### src/frd_sqrt_cell.sv
`timescale 1ns / 1ps
`default_nettype none
// ----------------------------------------------------------------------------
// frd_sqrt_cell
// One digit of the floor square root: keeps rem = v - res^2 and tries to set
// result bit BIT using only a shifted add and a compare.
// ----------------------------------------------------------------------------
module frd_sqrt_cell #(
  parameter int VW   = 29,
  parameter int RESW = 15,
  parameter int BIT  = 0,
  parameter int SW   = 1
) (
  input  wire logic            clk,
  input  wire logic            rst,
  input  wire logic            en,
  input  wire logic [VW-1:0]   rem_in,
  input  wire logic [RESW-1:0] res_in,
  input  wire logic [SW-1:0]   side_in,
  output logic      [VW-1:0]   rem_out,
  output logic      [RESW-1:0] res_out,
  output logic      [SW-1:0]   side_out
);

  localparam int TW = 2 * RESW + 2;

  logic [TW-1:0]   trial;
  logic            ge;
  logic [VW-1:0]   rem_next;
  logic [RESW-1:0] res_next;

  // (res + 2^k)^2 - res^2 = res*2^(k+1) + 2^(2k)
  always_comb begin
    trial    = (TW'(res_in) << (BIT + 1)) + (TW'(1) << (2 * BIT));
    ge       = TW'(rem_in) >= trial;
    rem_next = ge ? VW'(TW'(rem_in) - trial) : rem_in;
    res_next = ge ? (res_in | (RESW'(1) << BIT)) : res_in;
  end

  always_ff @(posedge clk) begin
    if (rst) begin
      side_out <= '0;
    end else if (en) begin
      side_out <= side_in;
    end
  end

  always_ff @(posedge clk) begin
    if (en) begin
      rem_out <= rem_next;
      res_out <= res_next;
    end
  end

endmodule
`default_nettype wire

### config.mk
export PLATFORM = sky130hd
export DESIGN_NAME = frd_sqrt_cell
export DESIGN_NICKNAME = d
export VERILOG_FILES = /design/src/frd_sqrt_cell.sv
export SDC_FILE = /design/constraint.sdc
export NUM_CORES = 1
export LEC_CHECK = 0
export BUFFER_PORTS_ARGS = -buffer_cell sky130_fd_sc_hd__buf_4
export CAP_MARGIN = 10
export CORE_MARGIN = 2
export CORE_UTILIZATION = 50
export CTS_CLUSTER_DIAMETER = 30
export DETAILED_ROUTE_END_ITERATION = 8
export HOLD_SLACK_MARGIN = 0.03
export PLACE_DENSITY = 0.91
export SLEW_MARGIN = 15
export SYNTH_ARGS = -nofsm -noshare
export SYNTH_HDL_FRONTEND = slang
export SYNTH_SLANG_ARGS = --single-unit
### constraint.sdc
create_clock -name clk -period 2.7 [get_ports clk]
set_input_delay 0.27 -clock clk [delete_from_list [all_inputs] [get_ports clk]]
set_output_delay 0.27 -clock clk [all_outputs]
set_load 0.03 [all_outputs]
Yosys cells after proc, flatten, opt, wreduce, memory -nomap -nowiden

Cells that the tools add are included.

Add/sub/neg operators: 2
Magnitude comparators: 1
Multiplexer cells: 1

Operators by type and width:

| cell                                                             | number |
|---|---|
| 29-bit by 17-bit greater-or-equal comparator with 1-bit output   | 1 |
| 29-bit two-way mux                                               | 1 |
| 29-bit by 17-bit subtractor with 29-bit output                   | 1 |
| 16-bit by 1-bit adder with 17-bit output (second input constant) | 1 |

Output and inout port bits: 45
Bits in registers: 45

Depth between registers and ports, before layout

Depth in word-level cells: 3
Gate-level depth with buffers: 10
Depth with buffers taken out: 10

Worst setup path after synthesis

OpenSTA, ideal clock, no wires.

Path type: input port to flip-flop
Start point: in rem_in[23]
End point: reg rem_out[27] (data pin)
Stages on the path: 7
Setup slack: 0.215 ns
Buffers on the path: 0
Library setup time: 0.267 ns
Arrival: 2.218 ns
Cell sequence: or4_4 -> or4_4 -> nor4_4 -> o211a_4 -> a211oi_2 -> nor3b_1 -> xor2_1

Cells in the longest elaborated chain, start to end: 2

Ends and longest elaborated chain:

| what                                                                                                                             | RTL line | RTL |
|---|---|---|
| start, declared                                                                                                                  | 17       | `input wire logic [VW-1:0] rem_in,` |
| 29-bit by 17-bit subtractor with 29-bit output or 29-bit by 17-bit greater-or-equal comparator with 1-bit output (tied branches) | 36, 35   |  |
| 29-bit two-way mux *                                                                                                             | 36       | `rem_next = ge ? VW'(TW'(rem_in) - trial) : rem_in;` |
| named net rem_next[27]                                                                                                           | 29       | `logic [VW-1:0] rem_next;` |
| end signal, assigned                                                                                                             | 50       | `rem_out <= rem_next;` |
| end, declared                                                                                                                    | 20       | `output logic [VW-1:0] rem_out,` |

The timed path passes the listed nets; every way through them passes the cells marked *.
A chain may end at the register's enable or synchronous reset.

Final worst setup path

Start point: in res_in[9]
End point: reg rem_out[27] (data pin)

Cells in the longest elaborated chain, start to end: 3

Ends and longest elaborated chain:

| what                                                                                                                             | RTL line | RTL |
|---|---|---|
| start, declared                                                                                                                  | 18       | `input wire logic [RESW-1:0] res_in,` |
| 16-bit by 1-bit adder with 17-bit output *                                                                                       | 34       | `trial = (TW'(res_in) << (BIT + 1)) + (TW'(1) << (2 * BIT));` |
| 29-bit by 17-bit subtractor with 29-bit output or 29-bit by 17-bit greater-or-equal comparator with 1-bit output (tied branches) | 36, 35   |  |
| 29-bit two-way mux *                                                                                                             | 36       |  |
| named net rem_next[27]                                                                                                           | 29       |  |

Marks and branches as above.

==> run summary <==
Final Critical Period: 2.48 ns
area of the multi-input gates: 0.00129 sq mm
Min-Delay Path Class: in2reg
final period utilization: 0.918
initial DRC count: 172
Sw Ratio: 0.320
Hold Crit Start: rst
Sequential cell area: 0.00134 sq mm
Int Power: 0.00130 W
Post-DP Area: 0.00355 sq mm
CP endpoint kind: flop
fillcell total: 393
Synth Register Bits: 45
Arr. time, crit path: 2.52 ns
first-pass GRT wire length: 10400 um
final setup violation count: 0
worst r2r dst: side_out
dominant synthesized flop cell: edfxtp_1
worst slack at placement: -0.0173 ns
clock sinks: 45
post-route setup slack: 0.222 ns
clock power share: 0.209
I/O Buffers: 92
area delta synth->final: 33.8%
Fin. Hold Viols: 0
Fin Hold WS: 0.121 ns
critical path's top delay family: compound AO/OA/AOI/OAI gates
Setup Fix Bufs, Post-CTS: 0
ys async rst share: 0
Post-synth EDFFs: 44
top post-synthesis cells by area: edfxtp_1 (49%), ha_1 (7.4%), xnor2_1 (4.5%)
cell area after layout: 0.00364 sq mm
antenna diode count: 0
H-tree depth: 2
wirelength, routed: 6490 um
leading area contributor after synthesis: edfxtp_1
core area: 0.00517 sq mm
adder-cell share of the synthesized area: 0.0810
Worst Setup Path Type: in2reg
Vias: 2258
P_sw: 0.000614 W
maximum VDD drop: 0.251 mV
register area share after synthesis: 0.493
layout cells sized above 1: 0.353
clk slew on worst S/H paths: 0.08 ns
maximum fanout along the worst path: 7
Mapped Cells: 242
Netlist Area Pre-Place: 0.00272 sq mm
Hold Path Sink: side_out
Post-Syn Nets: 307
Fin Clk Skew: 0 ns
Register-to-Register Path Depth: 2
die width: 77.8 um
via/cell ratio: 5.40
Ys Warns: 0
# rows: 26
Comb power frac: 0.332
largest net degree at the start of global routing: 46
Avg Cell Area, Syn: 11.2 sq um
largest family of logic cells by synthesized area: compound AO/OA/AOI/OAI gates
HPWL Detailed: 4960 um
Slew @ Worst Pin: 0.686 ns
Achievable Freq: 403 MHz
latest clock arrival within the worst-skew pair: 0.29 ns
fraction of the mapped netlist area in compound gates: 0.144
Final GP Congestion: 0.897
Final nets: 412
initial antenna violation count: 0
hold-critical path depth: 2
R2R setup slack: 2.09 ns
mux cell area share after synthesis: 0.0285
CP Buf/Inv Count: 2
Antenna Nets Post-Route: 0
die span in y: 77.8 um
fin. max-slew vios: 0
FF-to-FF Start: side_out
Pleak: 1.61 nW
Final TNS setup: 0 ns
Max transition margin: 0.540
crit path launch type: input port
pwr/cell area: 527 mW/mm^2
drt first pass iters: 4
CTS tree: yes
count of cell types in the netlist: 45
CP required: 2.74 ns
Routed WL per cell: 15.5 um
clock root buffer: clkbuf_8
sequential share of power: 0.459
Max Cap Viol: 0
DR DRC count: 0
die area: 0.00605 sq mm
Overall Global Routing Usage: 0.215
XOR/XNOR share of the synthesized area: 0.0837
vias in the first global route: 2304
Yosys top cell area share: 0.486
CP max stage delay: 0.42 ns
Slowest cell on crit path: ha_1
initial core utilization: 0.526
simple-gate share of the synthesized area: 0.135
outcome: finished clean
GRT overflow: 0
maximum clock path buffer count: 2
CP Cell Sequence: buf_4 -> inv_1 -> ha_1 -> nand2_1 -> nor2_1 -> o2111ai_1 -> o211a_4 -> a211oi_4 -> nor3b_1 -> xor2_1
TritonCTS Buffers: 5
Ports: 93
worst reg2reg max path, delay by kind of cell (launching register included):
kind	cells	cell delay [ns]
multiplexers	1	0.14
AND/OR/NAND/NOR	1	0.05
flip-flops	1	0.32
logic make-up (layout without fill, tap and decap cells):
kind of cell	after synthesis	in the layout
multiplexers	6	6
AND/OR/NAND/NOR	68	68
adder cells (fa/ha/maj)	17	17
buffers and inverters	23	129
XOR/XNOR	26	26
AO/OA/AOI/OAI	57	57
flip-flops	45	45
cell type report:
type,count,area share
Sequential cell,45,0.369
Inverter,19,0.0196
Timing Repair Buffer,102,0.210
Tap cell,70,0.0241
Multi-Input combinational cell,174,0.355
Clock buffer,5,0.0189
Clock inverter,3,0.00344
layer usage:
| metal | wire length (um) | GRT usage | vias up |
|---|---|---|---|
| li1 | - | - | 1108 |
| met1 | 2650 | 0.253 | 1039 |
| met2 | 3330 | 0.383 | 102 |
| met3 | 432 | 0.0523 | 9 |
| met4 | 79 | 0.0679 | 0 |
| met5 | 0 | 0 | - |
power groups by stage:
stage               clock, W  combinational (W)  sequential [W]
floorplan                  0           0.000222         0.00105
global placement           0           0.000612        0.000896
detailed placement         0           0.000627        0.000897
CTS                 0.000399           0.000631        0.000881
global route        0.000420           0.000679        0.000889
finish              0.000400           0.000637        0.000881
cells in the mapped netlist (2+ instances only):
| library cell | instances |
|---|---|
| a31o_2 | 2 |
| nand3_1 | 2 |
| or3_1 | 5 |
| mux2_4 | 3 |
| a21o_1 | 9 |
| a211oi_1 | 2 |
| o21bai_1 | 2 |
| a21boi_0 | 2 |
| xnor2_1 | 14 |
| xor2_1 | 12 |
| o2111ai_1 | 2 |
| inv_1 | 19 |
| or4_1 | 2 |
| a31oi_1 | 2 |
| or4_4 | 2 |
| mux2_2 | 2 |
| nand2_1 | 12 |
| nor4_1 | 5 |
| a21oi_1 | 21 |
| edfxtp_1 | 44 |
| o21ai_0 | 7 |
| clkbuf_1 | 3 |
| ha_1 | 16 |
| nor2b_1 | 2 |
| o211ai_1 | 2 |
| nor3_1 | 6 |
| nor2_1 | 22 |
| nand4_1 | 3 |
sequential cells by signal, summed over array words and instances (netlist names):
signal / count
rem_out: 29
res_out: 15
side_out: 1
per-stage QoR:
stage | cells | utilization | total power, W
floorplan | 242 | - | 0.00128
global placement | 410 | 0.687 | 0.00151
detailed placement | 410 | 0.687 | 0.00152
CTS | 418 | 0.702 | 0.00191
global route | 418 | 0.704 | 0.00199
finish | 418 | 0.704 | 0.00192
worst max path at each step:
stage,start,endpoint,cells after the start
CTS,res_in[9],rem_out[27],10
global placement,rem_in[23],rem_out[7],7
detailed placement,res_in[11],rem_out[27],10
finish,res_in[9],rem_out[27],10
floorplan,rem_in[23],rem_out[27],7
global route,res_in[9],rem_out[27],10
repair_timing:
action	in CTS	in global routing
gates resized for setup	0	1
setup endpoints to repair	0	1
hold buffers	0	0
placed cells by master (no fill, tap or decap), types with 3 or more instances in the layout:
cell,synthesis,final
a21o_1,9,9
a21oi_1,21,21
buf_4,0,102
clkbuf_8,0,5
edfxtp_1,44,44
ha_1,16,16
inv_1,19,19
mux2_4,3,3
nand2_1,12,12
nand4_1,3,3
nor2_1,22,22
nor3_1,6,6
nor4_1,5,5
o21ai_0,7,7
or3_1,5,5
xnor2_1,14,14
xor2_1,12,12
(Power assumes the default switching activity.)
